File: src/aiw_pkg.sv
// ============================================================================
// aiw_pkg
// Shared types and constants for the nearest-neighbor affine image warp.
// ============================================================================
`default_nettype none

package aiw_pkg;

  // Frame store geometry.
  localparam int MAX_DIM     = 256;
  localparam int DIM_BITS    = $clog2(MAX_DIM);
  localparam int ADDR_BITS   = 2 * DIM_BITS;
  localparam int STORE_DEPTH = MAX_DIM * MAX_DIM;
  localparam int PIXEL_BITS  = 16;

  // Fixed field widths of the interface.
  localparam int COORD_BITS = 8;
  localparam int PIX_IO_BITS = 16;
  localparam int COEF_BITS  = 32;
  localparam int SIZE_BITS  = 9;
  localparam int CFG_IDX_BITS = 3;

  // Datapath widths: coefficient times a zero-extended coordinate, and the sum.
  localparam int PROD_BITS = COEF_BITS + COORD_BITS + 1;
  localparam int SUM_BITS  = PROD_BITS + 1;
  localparam int FRAC_BITS = 16;
  localparam int INT_BITS  = SUM_BITS - FRAC_BITS;
  localparam logic [SUM_BITS-1:0] HALF_Q16 = SUM_BITS'(1) << (FRAC_BITS - 1);

  // Output queue.
  localparam int OUTQ_DEPTH    = 8;
  localparam int OUTQ_PTR_BITS = $clog2(OUTQ_DEPTH);
  localparam int OUTQ_CNT_BITS = $clog2(OUTQ_DEPTH + 1);

  typedef enum logic {
    CMD_LOAD  = 1'b0,
    CMD_FETCH = 1'b1
  } aiw_cmd_t;

  typedef enum logic [CFG_IDX_BITS-1:0] {
    REG_COEF_A = 3'd0,
    REG_COEF_B = 3'd1,
    REG_COEF_C = 3'd2,
    REG_COEF_D = 3'd3,
    REG_COEF_E = 3'd4,
    REG_COEF_F = 3'd5,
    REG_WIDTH  = 3'd6,
    REG_HEIGHT = 3'd7
  } aiw_reg_t;

  typedef struct packed {
    logic signed [COEF_BITS-1:0] a;
    logic signed [COEF_BITS-1:0] b;
    logic signed [COEF_BITS-1:0] c;
    logic signed [COEF_BITS-1:0] d;
    logic signed [COEF_BITS-1:0] e;
    logic signed [COEF_BITS-1:0] f;
    logic [SIZE_BITS-1:0]        width;
    logic [SIZE_BITS-1:0]        height;
  } aiw_cfg_t;

  // One frame store access as issued by the mapping pipeline.
  typedef struct packed {
    logic                  valid;
    logic                  wr;
    logic                  outside;
    logic [ADDR_BITS-1:0]  addr;
    logic [PIXEL_BITS-1:0] wdata;
  } aiw_mem_req_t;

endpackage

`default_nettype wire

File: src/aiw_outq.sv
// ============================================================================
// aiw_outq
// Small result queue that decouples the pipeline from the receiver.
// ============================================================================
`default_nettype none

module aiw_outq (
  input  wire logic                            clk,
  input  wire logic                            rst,
  input  wire logic                            push,
  input  wire logic [aiw_pkg::PIX_IO_BITS-1:0] push_pixel,
  input  wire logic                            push_outside,
  output logic                                 out_valid,
  input  wire logic                            out_ready,
  output logic      [aiw_pkg::PIX_IO_BITS-1:0] pixel_out,
  output logic                                 outside
);
  import aiw_pkg::*;

  logic [PIX_IO_BITS-1:0]   q_pixel   [OUTQ_DEPTH];
  logic                     q_outside [OUTQ_DEPTH];
  logic [OUTQ_PTR_BITS-1:0] head;
  logic [OUTQ_PTR_BITS-1:0] tail;
  logic [OUTQ_CNT_BITS-1:0] count;
  logic                     pop;

  assign out_valid = (count != '0);
  assign pop       = out_valid && out_ready;
  assign pixel_out = q_pixel[head];
  assign outside   = q_outside[head];

  always_ff @(posedge clk) begin
    if (rst) begin
      head  <= '0;
      tail  <= '0;
      count <= '0;
    end else begin
      if (push) begin
        tail <= (tail == OUTQ_PTR_BITS'(OUTQ_DEPTH - 1)) ? '0 : tail + 1'b1;
      end
      if (pop) begin
        head <= (head == OUTQ_PTR_BITS'(OUTQ_DEPTH - 1)) ? '0 : head + 1'b1;
      end
      count <= count + OUTQ_CNT_BITS'(push) - OUTQ_CNT_BITS'(pop);
    end
    if (push) begin
      q_pixel[tail]   <= push_pixel;
      q_outside[tail] <= push_outside;
    end
  end

`ifndef NO_ASSERTIONS
  a_no_overflow: assert property (@(posedge clk) disable iff (rst)
    push |-> (count != OUTQ_CNT_BITS'(OUTQ_DEPTH)) || pop)
    else $error("result queue overflow");
`endif

endmodule

`default_nettype wire

File: config.mk
export PLATFORM = sky130hd
export DESIGN_NAME = aiw_outq
export DESIGN_NICKNAME = d
export VERILOG_FILES = /design/src/aiw_pkg.sv /design/src/aiw_outq.sv
export SDC_FILE = /design/constraint.sdc
export NUM_CORES = 1
export LEC_CHECK = 0
export ABC_AREA = 1
export BUFFER_PORTS_ARGS = -buffer_cell sky130_fd_sc_hd__buf_2
export CORE_ASPECT_RATIO = 0.6
export CORE_MARGIN = 8
export CORE_UTILIZATION = 55
export DETAILED_ROUTE_END_ITERATION = 6
export PLACE_DENSITY = 0.76
export SYNTH_ARGS = -nofsm -noshare
export SYNTH_HDL_FRONTEND = slang
export SYNTH_SLANG_ARGS = --single-unit
File: constraint.sdc
create_clock -name clk -period 1.8 [get_ports clk]
set_clock_uncertainty 0.2 [all_clocks]
set_input_delay 0.18 -clock clk [delete_from_list [all_inputs] [get_ports clk]]
set_output_delay 0.18 -clock clk [all_outputs]
set_load 0.05 [all_outputs]
# [Word-level counts from Yosys, hierarchy flattened]
# Memory sizes are Yosys's and may differ from the RTL's. A register that Yosys moved wholly into a read port is not among the register bits.
# Cells that the tools add are included.
[word_totals] out_inout_bits=18 n_memories=2 ff_bits=10 ramBits=136 input_bits=21 elab_cells=21
[mem_list] memory="q_pixel" words=8 width=16 rd=1 rd_clocked_by_memory_dff=1 write_ports=1 line_no="aiw_outq.sv:20" rtl="logic [PIX_IO_BITS-1:0] q_pixel [OUTQ_DEPTH];"
[mem_list] memory="q_outside" words=8 width=1 rd=1 rd_clocked_by_memory_dff=1 write_ports=1 line_no="aiw_outq.sv:21" rtl="logic q_outside [OUTQ_DEPTH];"
[op_classes] reduce_logical=2 add_sub_neg=4 eq_ne=2 muxes=8
[ops] op="two-way mux 3 bit" count=6
[ops] op="adder 3 x 1 -> 3 bit (second input constant)" count=2
[ops] op="equality test 3 bit (second input constant)" count=2
[ops] op="adder 4 x 1 -> 4 bit" count=1
[ops] op="nonzero test 4 bit" count=1
[ops] op="subtractor 4 x 1 -> 4 bit" count=1
[ops] op="two-way mux 1 bit" count=2
[ops] op="logical AND 1 bit" count=1

# [Logic depth before layout (Yosys ltp)]
[logic_depth] ltp_word=4 depth_mapped=11 ltp_nobuf=11

# [Worst setup path before layout]
# Ideal clock, no wire load.
[synth_timing] path_type="register to register" startpoint="reg count[2]" endpoint="reg count[2]" t_arrival_ns=1.986 setup_slack_ns=-0.500 path_stages_with_launch=10 setup_time_ns=0.115 n_path_buf=0 required_ns=1.485 period_less_slack_ns=2.300 path_cell_list="dfxtp_1 inv_1 ha_1 nand2_1 nand3_1 o21ai_0 ha_1 fa_1 xnor2_1 nor2_1"
[synth_between] elab_chain_len=3 elab_cells_between_ends=4 cone_classes="add/sub: 2; reduce/logical: 2"
[synth_lines] item="start, declared" line_no="aiw_outq.sv:24" rtl="logic [OUTQ_CNT_BITS-1:0] count;"
[synth_lines] item="start signal, assigned" line_no="aiw_outq.sv:44" rtl="count <= count + OUTQ_CNT_BITS'(push) - OUTQ_CNT_BITS'(pop);"
[synth_lines] item="nonzero test 4 bit" line_no="aiw_outq.sv:27" rtl="assign out_valid = (count != '0);"
[synth_lines] item="named net out_valid" line_no="aiw_outq.sv:13" rtl="output logic out_valid,"
[synth_lines] item="logical AND 1 bit" line_no="aiw_outq.sv:28" rtl="assign pop = out_valid && out_ready;"
[synth_lines] item="subtractor 4 x 1 -> 4 bit" line_no="aiw_outq.sv:44"
# The timed path passes the listed nets, and every way through them passes these cells.
# A chain may end at the register's enable or synchronous reset.

==> run metrics <==
outcome complete, but fails checks; failing checks negative setup slack; area share of the largest cell type after synthesis 61.8%; post-synthesis compound-gate area fraction 0.606%; adder-cell area share of the yosys netlist 1.82%; Largest stage delay, worst path 410 ps; setup TNS -2260 ps; mapped cell area 0.00660 sq mm; Area Overhead vs Synth 26.2%; final setup fails 18; Design Area, Final 0.00833 sq mm; leakage power 0.00380 uW; crit path time final 1980 ps; Finished Core Util 70.2%; Final period util 110%; Rows 31; Core ar. 0.0119 sq mm; Worst IR Drop VDD 0.832 mV; wire per inst 15.5 um; Final WS setup -178 ps; Synth async-reset ratio 0%; mux share of post-synthesis cell area 0%; CP Data Required Time 1420 ps; TritonRoute pass-1 iters 4; drt drc 0; Total Power 11800 uW; largest family of logic cells by synthesized area simple AND/OR/NAND/NOR gates; Post-Synth XOR/XNOR Area 0.133%; Slew headroom 83.3%; die height 101 um; CTS root buf clkbuf_16; final net count 792; top post-synthesis cells by area edfxtp_1 62%, nand2_1 14%, inv_1 8.6%, nand3_1 5.5%, dfxtp_1 3.9%; GPL Wtd Cong 0.764; syn avg cell area 9.68 sq um; Power Dens Cells 1410 mW/mm^2; initial antenna violation count 1; largest net degree at the start of global routing 30; CP Launch Type register; fmax 0.506 GHz; Crit Path Category reg2out; CP Capture Type primary output; CTS clk-pin slew, worst paths 60 ps; Post-Syn Instances 682; CTS tree done; cell accounting for the most synthesized area edfxtp_1; synth unique cells 20; max-slew violations 0; Die Wd 157 um; max_cap viols 0; cells along the critical path buf_4 -> nand2_1 -> nand3_1 -> nand2_1 -> nand2_1 -> nand2_2 -> buf_6; Arr. time, crit path 1600 ps; #FFs+latches synth 149; net count after synthesis 712; 1st-iter DRT viols 309; worst slew pin tran 251 ps; via/cell ratio 4.89; HP Class reg2reg; CP dominant cell by count nand2_1; gr ovfl total 0; reg2reg start count[2]; overall routed net length 14.5 mm; vias in the first global route 4652; RSZ-0062 raised after global routing yes; Detailed Place HPWL 8.38 mm; number of synthesized flops with an enable pin 136; CTS max path bufs 2; Initial Util 55.6%; yosys warns 0; worst skew pair latency 410 ps; area post-placement 0.00721 sq mm; post-synthesis sequential area ratio 65.8%; CP Max Fanout 13; Most used DFF post-synth edfxtp_1; global-route wire length before repair 23.1 mm; Max H-tree Level 4; I/O Buffers 38; Die ar. 0.0159 sq mm; Global Route Usage Sum 19.3%; slowest CP cell dfxtp_4; Post-Synth Simple-Gate Area 20.6%; CTS sink count 149; I/O pins 39; Routed Antenna Nets 0; final hold vios 0; share of cells above drive strength 1 18.2%; hold_sp tail[0]; via count 4598; CTS Buf Count 17
report_power, final:
| part | switching, uW | leakage, uW | internal (uW) |
|---|---|---|---|
| logic | 2640 | 0.00218 | 1560 |
| registers | 108 | 0.00134 | 3950 |
| clock network | 1360 | 0.000277 | 2170 |
cell families after synthesis:
group | after synthesis
and+or+nand+nor | 336
buffers and inverters | 179
DFF | 149
adders and majority gates | 9
AOI/OAI and AO/OA | 8
xor gates and xnor gates | 1
worst paths after layout:
path,endpoint,slack [ps],cells past startpoint
min,tail[0],310,2
min reg2reg,tail[0],310,2
max reg2reg,count[1],-10,9
max,pixel_out[2],-180,7
repair_timing:
item,4_1_cts,5_1_grt
pin swaps,2,9
cloned,1,0
buffers inserted,0,2
hold buffers,20,0
resized for setup,72,20
endpoints found under the hold margin,147,0
endpoints found under the setup margin,20,21
synthesized netlist by cell type, types with 2 or more instances:
library cell / n
dfxtp_1: 13
inv_2: 2
ha_1: 8
buf_6: 4
nand2_1: 240
a21oi_1: 6
buf_4: 4
o21ai_0: 2
inv_1: 151
clkbuf_1: 3
nor2_1: 22
nand3_1: 72
buf_2: 13
edfxtp_1: 136
cell type report:
type	instances	area, sq um
antenna	1	2.50
clock buffer	18	429
clock inverter	13	160
fill	818	3530
inverter	154	588
multi-input combinational	354	1690
sequential	149	4350
tap	165	206
timing repair buffer	86	910
layout by cell type, fill, tap and decap left out, types with 2 or more instances in the layout:
| cell type | instances |
|---|---|
| nand2_1 | 216 |
| inv_1 | 149 |
| edfxtp_1 | 136 |
| nand3_1 | 66 |
| nand2_2 | 23 |
| dlygate4sd3_1 | 20 |
| buf_2 | 20 |
| nor2_1 | 19 |
| clkbuf_16 | 17 |
| buf_4 | 14 |
| buf_6 | 13 |
| buf_12 | 12 |
| dfxtp_1 | 10 |
| buf_8 | 6 |
| nand3_2 | 5 |
| a21oi_1 | 5 |
| ha_1 | 5 |
| clkinv_4 | 4 |
| clkinv_1 | 3 |
| clkinvlp_4 | 3 |
| bufinv_16 | 3 |
| inv_2 | 2 |
| nor2_2 | 2 |
| ha_4 | 2 |
| dfxtp_2 | 2 |
registers in the layout (all words and copies together) (netlist names), named ones only:
| register | flops |
|---|---|
| count | 4 |
| head | 3 |
| q_pixel | 128 |
| tail | 3 |
| q_outside | 8 |
layer usage:
metal / global-route usage [%] / share of wire, % / vias up
li1: - / - / 2281
met1: 22.8 / 42 / 2156
met2: 33.8 / 51 / 141
met3: 5.18 / 6.2 / 20
met4: 6.40 / 1.2 / 0
met5: 0 / 0 / -
worst max-delay path: cells and delay by family, from the launching register on:
family | cells | cell delay [ps]
DFF | 1 | 410
and+or+nand+nor | 5 | 410
buffers and inverters | 2 | 370
through the flow:
stage	hold slack (ps)	worst slack (ps)	std cells
floorplan	49.1	-13.8	682
global placement	209	49.1	885
detailed placement	215	-45.3	885
CTS	301	-170	937
global route	331	-278	940
finish	308	-178	940
No activity file was read; power rests on OpenSTA's default activity.
