<file path="src/aiw_pkg.sv">
// ============================================================================
// aiw_pkg
// Shared types and constants for the nearest-neighbor affine image warp.
// ============================================================================
`default_nettype none

package aiw_pkg;

  // Frame store geometry.
  localparam int MAX_DIM     = 256;
  localparam int DIM_BITS    = $clog2(MAX_DIM);
  localparam int ADDR_BITS   = 2 * DIM_BITS;
  localparam int STORE_DEPTH = MAX_DIM * MAX_DIM;
  localparam int PIXEL_BITS  = 16;

  // Fixed field widths of the interface.
  localparam int COORD_BITS = 8;
  localparam int PIX_IO_BITS = 16;
  localparam int COEF_BITS  = 32;
  localparam int SIZE_BITS  = 9;
  localparam int CFG_IDX_BITS = 3;

  // Datapath widths: coefficient times a zero-extended coordinate, and the sum.
  localparam int PROD_BITS = COEF_BITS + COORD_BITS + 1;
  localparam int SUM_BITS  = PROD_BITS + 1;
  localparam int FRAC_BITS = 16;
  localparam int INT_BITS  = SUM_BITS - FRAC_BITS;
  localparam logic [SUM_BITS-1:0] HALF_Q16 = SUM_BITS'(1) << (FRAC_BITS - 1);

  // Output queue.
  localparam int OUTQ_DEPTH    = 8;
  localparam int OUTQ_PTR_BITS = $clog2(OUTQ_DEPTH);
  localparam int OUTQ_CNT_BITS = $clog2(OUTQ_DEPTH + 1);

  typedef enum logic {
    CMD_LOAD  = 1'b0,
    CMD_FETCH = 1'b1
  } aiw_cmd_t;

  typedef enum logic [CFG_IDX_BITS-1:0] {
    REG_COEF_A = 3'd0,
    REG_COEF_B = 3'd1,
    REG_COEF_C = 3'd2,
    REG_COEF_D = 3'd3,
    REG_COEF_E = 3'd4,
    REG_COEF_F = 3'd5,
    REG_WIDTH  = 3'd6,
    REG_HEIGHT = 3'd7
  } aiw_reg_t;

  typedef struct packed {
    logic signed [COEF_BITS-1:0] a;
    logic signed [COEF_BITS-1:0] b;
    logic signed [COEF_BITS-1:0] c;
    logic signed [COEF_BITS-1:0] d;
    logic signed [COEF_BITS-1:0] e;
    logic signed [COEF_BITS-1:0] f;
    logic [SIZE_BITS-1:0]        width;
    logic [SIZE_BITS-1:0]        height;
  } aiw_cfg_t;

  // One frame store access as issued by the mapping pipeline.
  typedef struct packed {
    logic                  valid;
    logic                  wr;
    logic                  outside;
    logic [ADDR_BITS-1:0]  addr;
    logic [PIXEL_BITS-1:0] wdata;
  } aiw_mem_req_t;

endpackage

`default_nettype wire

</file>
<file path="src/aiw_map.sv">
// ============================================================================
// aiw_map
// Three-stage coordinate mapping pipeline: capture, multiply, sum. The last
// stage rounds, checks the source bounds and issues the frame store access.
// ============================================================================
`default_nettype none

module aiw_map (
  input  wire logic                              clk,
  input  wire logic                              rst,
  input  wire logic                              in_fire,
  input  wire logic                              command,
  input  wire logic [aiw_pkg::COORD_BITS-1:0]    coord_x,
  input  wire logic [aiw_pkg::COORD_BITS-1:0]    coord_y,
  input  wire logic [aiw_pkg::PIX_IO_BITS-1:0]   pixel_in,
  input  wire aiw_pkg::aiw_cfg_t                 cfg,
  output aiw_pkg::aiw_mem_req_t                  req
);
  import aiw_pkg::*;

  // Stage 1: captured request.
  logic                  s1_valid;
  logic                  s1_fetch;
  logic [COORD_BITS-1:0] s1_x;
  logic [COORD_BITS-1:0] s1_y;
  logic [PIXEL_BITS-1:0] s1_pix;

  // Stage 2: products.
  logic                        s2_valid;
  logic                        s2_fetch;
  logic [COORD_BITS-1:0]       s2_x;
  logic [COORD_BITS-1:0]       s2_y;
  logic [PIXEL_BITS-1:0]       s2_pix;
  logic signed [PROD_BITS-1:0] s2_ax;
  logic signed [PROD_BITS-1:0] s2_by;
  logic signed [PROD_BITS-1:0] s2_dx;
  logic signed [PROD_BITS-1:0] s2_ey;

  // Stage 3: rounded sums.
  logic                  s3_valid;
  logic                  s3_fetch;
  logic [COORD_BITS-1:0] s3_x;
  logic [COORD_BITS-1:0] s3_y;
  logic [PIXEL_BITS-1:0] s3_pix;
  logic [SUM_BITS-1:0]   s3_vx;
  logic [SUM_BITS-1:0]   s3_vy;

  logic signed [COORD_BITS:0] s1_xs;
  logic signed [COORD_BITS:0] s1_ys;
  logic [SUM_BITS-1:0]        vx;
  logic [SUM_BITS-1:0]        vy;
  logic [INT_BITS-1:0]        xp;
  logic [INT_BITS-1:0]        yp;
  logic [SIZE_BITS-1:0]       w_bound;
  logic [SIZE_BITS-1:0]       h_bound;
  logic                       in_image;

  assign s1_xs = $signed({1'b0, s1_x});
  assign s1_ys = $signed({1'b0, s1_y});

  always_ff @(posedge clk) begin
    if (rst) begin
      s1_valid <= 1'b0;
      s2_valid <= 1'b0;
      s3_valid <= 1'b0;
    end else begin
      s1_valid <= in_fire;
      s2_valid <= s1_valid;
      s3_valid <= s2_valid;
    end
    s1_fetch <= (command == CMD_FETCH);
    s1_x     <= coord_x;
    s1_y     <= coord_y;
    s1_pix   <= PIXEL_BITS'(pixel_in);

    s2_fetch <= s1_fetch;
    s2_x     <= s1_x;
    s2_y     <= s1_y;
    s2_pix   <= s1_pix;
    s2_ax    <= cfg.a * s1_xs;
    s2_by    <= cfg.b * s1_ys;
    s2_dx    <= cfg.d * s1_xs;
    s2_ey    <= cfg.e * s1_ys;

    s3_fetch <= s2_fetch;
    s3_x     <= s2_x;
    s3_y     <= s2_y;
    s3_pix   <= s2_pix;
    s3_vx    <= vx;
    s3_vy    <= vy;
  end

  // The half pixel is folded into the sum, so rounding is a plain floor below.
  assign vx = {s2_ax[PROD_BITS-1], s2_ax} + {s2_by[PROD_BITS-1], s2_by}
            + {{(SUM_BITS-COEF_BITS){cfg.c[COEF_BITS-1]}}, cfg.c} + HALF_Q16;
  assign vy = {s2_dx[PROD_BITS-1], s2_dx} + {s2_ey[PROD_BITS-1], s2_ey}
            + {{(SUM_BITS-COEF_BITS){cfg.f[COEF_BITS-1]}}, cfg.f} + HALF_Q16;

  assign xp = s3_vx[SUM_BITS-1:FRAC_BITS];
  assign yp = s3_vy[SUM_BITS-1:FRAC_BITS];

  assign w_bound = (cfg.width  > SIZE_BITS'(MAX_DIM)) ? SIZE_BITS'(MAX_DIM) : cfg.width;
  assign h_bound = (cfg.height > SIZE_BITS'(MAX_DIM)) ? SIZE_BITS'(MAX_DIM) : cfg.height;

  assign in_image = !xp[INT_BITS-1] && !yp[INT_BITS-1]
                 && (xp < INT_BITS'(w_bound)) && (yp < INT_BITS'(h_bound));

  always_comb begin
    req.valid   = s3_valid;
    req.wr      = s3_valid && !s3_fetch;
    req.outside = !in_image;
    req.wdata   = s3_pix;
    if (s3_fetch) begin
      req.addr = {yp[DIM_BITS-1:0], xp[DIM_BITS-1:0]};
    end else begin
      req.addr = {DIM_BITS'(s3_y), DIM_BITS'(s3_x)};
    end
  end

`ifndef NO_ASSERTIONS
  // Items move down the pipeline one stage per cycle without gaps or copies.
  a_s3_follows_s1: assert property (@(posedge clk) disable iff (rst)
    s1_valid |=> ##1 s3_valid)
    else $error("mapping pipeline lost an item");
  a_write_only_loads: assert property (@(posedge clk) disable iff (rst)
    req.wr |-> req.valid && !s3_fetch)
    else $error("frame store written by a fetch");
`endif

endmodule

`default_nettype wire

</file>
<file path="config.mk">
export PLATFORM = sky130hd
export DESIGN_NAME = aiw_map
export DESIGN_NICKNAME = d
export VERILOG_FILES = /design/src/aiw_pkg.sv /design/src/aiw_map.sv
export SDC_FILE = /design/constraint.sdc
export NUM_CORES = 2
export LEC_CHECK = 0
export BUFFER_PORTS_ARGS = -buffer_cell sky130_fd_sc_hd__buf_2
export CORE_ASPECT_RATIO = 1.5
export CORE_MARGIN = 10
export CORE_UTILIZATION = 60
export DETAILED_ROUTE_END_ITERATION = 16
export GPL_TIMING_DRIVEN = 0
export MAX_ROUTING_LAYER = met4
export PLACE_DENSITY_LB_ADDON = 0.08
export SYNTH_ARGS = -nofsm -noshare
export SYNTH_HDL_FRONTEND = slang
export SYNTH_SLANG_ARGS = --single-unit
export TNS_END_PERCENT = 30
</file>
<file path="constraint.sdc">
create_clock -name clk -period 12.8 [get_ports clk]
set_clock_uncertainty 0.15 [all_clocks]
set_input_delay 2.56 -clock clk [delete_from_list [all_inputs] [get_ports clk]]
set_output_delay 2.56 -clock clk [all_outputs]
set_load 0.05 [all_outputs]
</file>
* After elaboration in Yosys (flattened, before gate mapping)
Cells that the tools add are included.
** Storage, ports and cells
- Flip-flop bits (word level) :: 350
- Input port bits :: 246
- Word-level logic and storage cells :: 46
** Operators by class
- $add $sub $neg :: 6
- Multipliers :: 4
- Order comparisons :: 4
- Mux-type cells :: 3
- Reduce and logical (&&, ||, !) cells :: 8
** Operators by type and width (number)
- multiplier 32 x 9 -> 41 bit :: 4
- adder 41 x 41 -> 42 bit :: 2
- adder 42 x 16 -> 42 bit, second input constant :: 2
- adder 42 bit :: 2
- < comparator 26 x 9 -> 1 bit :: 2
- greater-than comparator 9 bit, second input constant :: 2
- 2-to-1 mux 9 bit :: 2
- 2-to-1 mux 16 bit :: 1
- logical AND 1 bit :: 4
- logical NOT 1 bit :: 4

* Depth between registers and ports, before layout
- Depth in word-level cells :: 6
- Gate-level depth with buffers :: 23
- Gate-level depth less buffers :: 20

* Worst setup path after synthesis
No wires, ideal clock.
- Path type :: input to register
- From :: in cfg[209] in the netlist's numbering
- To :: reg s2_ax[38]
- Library setup time :: 0.082 ns
- Arrival :: 6.940 ns
- Data required time :: 12.568 ns
- Setup slack :: 5.628 ns
- Stages on the path :: 16
- Buffers on the path :: 2
- Path through :: clkbuf_1 nand2_1 fa_1 inv_1 fa_1 fa_1 inv_1 fa_1 inv_1 ha_1 clkbuf_1 nand4_1 or2_2 o221a_4 or4b_1 o2111ai_1
** On the way
- Word-level cells in the longest chain between the ends :: 1
** RTL lines
- start, declared :: RTL line aiw_map.sv:16 : input wire aiw_pkg::aiw_cfg_t cfg,
- multiplier 32 x 9 -> 41 bit :: RTL line aiw_map.sv:80 : s2_ax <= cfg.a * s1_xs;
- end signal, assigned :: RTL line aiw_map.sv:80
- end, declared :: RTL line aiw_map.sv:34 : logic signed [PROD_BITS-1:0] s2_ax;
No other way between the ends.
A chain may end at the register's enable or synchronous reset.

* Worst setup path after layout
- From :: in cfg[91] in the netlist's numbering
- To :: reg s2_dx[36]
** On the way
- Word-level cells in the longest chain between the ends :: 1
** RTL lines
- multiplier 32 x 9 -> 41 bit :: RTL line aiw_map.sv:82 : s2_dx <= cfg.d * s1_xs;
- end signal, assigned :: RTL line aiw_map.sv:82
- end, declared :: RTL line aiw_map.sv:36 : logic signed [PROD_BITS-1:0] s2_dx;
No other way between the ends.

==> reports/metrics.yaml <==
post-route-period-util_pct: 59.33
hold_slack_ps: 167.0
cts_buffer_depth: 3
reg2reg_from: "s1_x[0]"
min_period_ps: 7594
seq_area_mm2: 0.006366
max_cap_violations: 0
grt_pass1_vias: 38878
cts_buffers: 35
worst_slew_pin_slew_ps: 1165
post_cts_buffers: 0
die_y_um: 367.7
die_w_um: 251.8
synth_edf_count: 0
dp_hpwl_mm: 113.8
power.static_leakage_nw: 27.59
nets: 7164
whs_endpoint: "s3_pix[5]"
finalHoldViolCount: 0
io_pins: 281
layout-area-overhead-vs-synth_pct: 8.004
grt_pass1_wl_mm: 213.5
avgViaCountPerCell: 5.482
grt_use_total_pct: 30.52
grt_max_degree: 17
start_util_pct: 60.50
drt_iter0_drc: 1978
cp_max_fo: 8
slew_viol_final: 0
wl_per_cell_um: 20.29
fp-row-count: 127
synthesis.nets: 6851
worstRegToRegCells: 20
syn_inst: 5233
finalSetupTns_ps: 0
cts.clk_slew.worst_paths_ps: 70
start_kind: "primary input"
drive_gt1_share_pct: 6.890
setup_viol: 0
ant_nets: 0
cp_slowest_stage_delay_ps: 750
antenna_found_initial: 9
die_area_mm2: 0.09258
cp.arrival_ps: 7910
crit_type: "primary input to flop"
holdPathStages: 0
required_ps: 13120
wl_mm: 134.1
relSlewSlack_pct: 22.31
synthArstFlopShare_pct: 0
fmax_mhz: 131.7
critPathSlowestCell: "o31ai_1"
grt-ovfl-total: 0
cts_tree: "built"
drc: 0
clockRootBuffer: "clkbuf_16"
regToRegSetupSlack_ps: 5420
cts-resized-gates: 0
ys_seq_area_share_pct: 13.17
multi_input_area_mm2: 0.03739
cts_sinks: 318
drtPass1Iterations: 6
peakVddDrop_mv: 0.1556
path_cells: "buf_2 -> nand2_1 -> fa_1 -> inv_1 -> fa_1 -> fa_1 -> inv_1 -> fa_1 -> inv_1 -> ha_1 -> o21ai_0 -> nand2b_1 -> a21oi_1 -> nor4_1 -> o21ai_0 -> o31ai_1 -> a21oi_1 -> o21ai_0 -> xor2_1"
avgSynthCellArea_um2: 9.240
path_common_cell: "fa_1"
synth_cell_types: 81
cts_hold_buf: 0
status: "finished clean"
gp_congestion: 0.9531
fill_cells: 6863
num_vias: 36247
syn_area_mm2: 0.04835
insertion_delay_ps: 580
min_from: "s2_pix[5]"
rsz0062_at_grt: "no"
core_mm2: 0.07993
worst_r2r_endpoint: "s2_dx[36]"
cp-end-kind: "flop"
post-route-util_pct: 65.34
ys_seq_elements: 318
port_buffers: 276
min_path_type: "flop to flop"
htreeDepth: 2
yosys_warnings: 0
powerDensity_mw_per_mm2: 283.3
yosys_most_used_dff: "dfxtp_1"
==> cells in the final DEF, fill, tap and decap left out, drive strengths merged, types with 11 or more instances in the layout <==
cell type  netlist  routed
inv           1074    1083
fa             872     872
and2           609     609
nand2          531     531
ha             500     500
dfxtp          318     318
buf              4     280
a21oi          186     186
clkbuf         143     184
a21o           149     149
xnor2          137     137
nor2           113     113
o21ai           90      90
xor2            60      60
nand3           42      42
nor3            38      38
nand4           32      32
o21a            26      26
a31oi           26      26
a211oi          23      23
o21bai          22      22
nor2b           21      21
nand2b          20      20
and3            18      18
nor4            17      17
mux2            16      16
o211ai          16      16
or3             11      11
==> critical path, delay by kind of cell <==
| kind | cells | cell delay (ps) |
|---|---|---|
| adders and majority gates | 5 | 2480 |
| AOI/OAI and AO/OA | 6 | 1700 |
| buffers and inverters | 4 | 340 |
| and+or+nand+nor | 3 | 590 |
| xor gates and xnor gates | 1 | 220 |
==> metal layers <==
layer	routed length [µm]	GRT usage, %	vias to the layer above
met1	52720	35.97	18005
met2	66050	51.35	1173
met3	8415	4.270	276
met4	6958	13.59	0
li1	-	-	16793
met5	0	-	-
==> worst max-delay path by stage <==
stage	startpoint	endpoint	slack, ps	cells after the start
final	cfg[91]	s2_dx[36]	5210	19
after CTS	cfg[8]	req[32]	5250	12
after global placement	cfg[194]	s2_ax[37]	4730	19
after detailed placement	cfg[194]	s2_ax[37]	4710	19
after global routing	cfg[92]	s2_dx[36]	4920	19
after floorplan	cfg[209]	s2_ax[38]	5630	16
==> cell type report <==
class	count	share of cell area, %
Antenna cell	7	0.03354
Buffer	147	1.071
Clock buffer	41	1.778
Clock inverter	23	0.4816
Inverter	1076	7.734
Multi-Input combinational cell	3692	71.59
Sequential cell	318	12.19
Tap cell	1032	2.473
Timing Repair Buffer	276	2.645
==> cells by family after synthesis <==
kind of cell               count (synthesis)  synth area share [%]
AOI/OAI and AO/OA                        624                 8.596
xor gates and xnor gates                 197                 3.568
adders and majority gates               1372                 49.04
buffers and inverters                   1223                 9.510
DFF                                      318                 13.17
muxes                                     16                0.3726
and+or+nand+nor                         1483                 15.75
==> sequential cells by signal, summed over array words and instances (netlist names), 16 cells and up <==
signal and cells:
s1_pix 16, s2_ax 41, s2_by 41, s2_dx 41
s2_ey 41, s2_pix 16, s3_pix 16, s3_vx 26
s3_vy 26
==> Yosys cell counts (all sizes together), types with 9 or more instances <==
cell | n | area share, %
a211oi | 23 | 0.38
a21o | 149 | 2.3
a21oi | 186 | 1.9
a31oi | 26 | 0.34
and2 | 609 | 7.9
and3 | 18 | 0.23
clkbuf | 143 | 1.1
dfxtp | 318 | 13
fa | 872 | 36
ha | 500 | 13
inv | 1074 | 8.3
mux2 | 16 | 0.37
nand2 | 531 | 4.1
nand2b | 20 | 0.26
nand3 | 42 | 0.43
nand4 | 32 | 0.41
nor2 | 113 | 0.88
nor2b | 21 | 0.27
nor3 | 38 | 0.39
nor4 | 17 | 0.22
o211ai | 16 | 0.27
o21a | 26 | 0.40
o21ai | 90 | 0.93
o21bai | 22 | 0.34
o31ai | 9 | 0.14
or3 | 11 | 0.14
xnor2 | 137 | 2.5
xor2 | 60 | 1.1
==> power by group <==
group,internal [mW],switching (mW),total (mW)
sequential,1.54,0.264,1.81
combinational,4.93,7.00,11.9
clock,0.594,0.457,1.05
total,7.07,7.72,14.8
==> through the flow <==
stage / cell area, µm² / total power, mW / setup slack [ps] / std cells
2_1_floorplan: 48350 / 10.60 / 5628 / 5233
3_3_place_gp: 51030 / 13.45 / 4727 / 6541
3_5_place_dp: 51030 / 13.58 / 4709 / 6541
4_1_cts: 52210 / 14.79 / 5248 / 6605
5_1_grt: 52220 / 16.40 / 4923 / 6610
6_report: 52220 / 14.79 / 5206 / 6612
No activity file was read; power rests on OpenSTA's default activity.
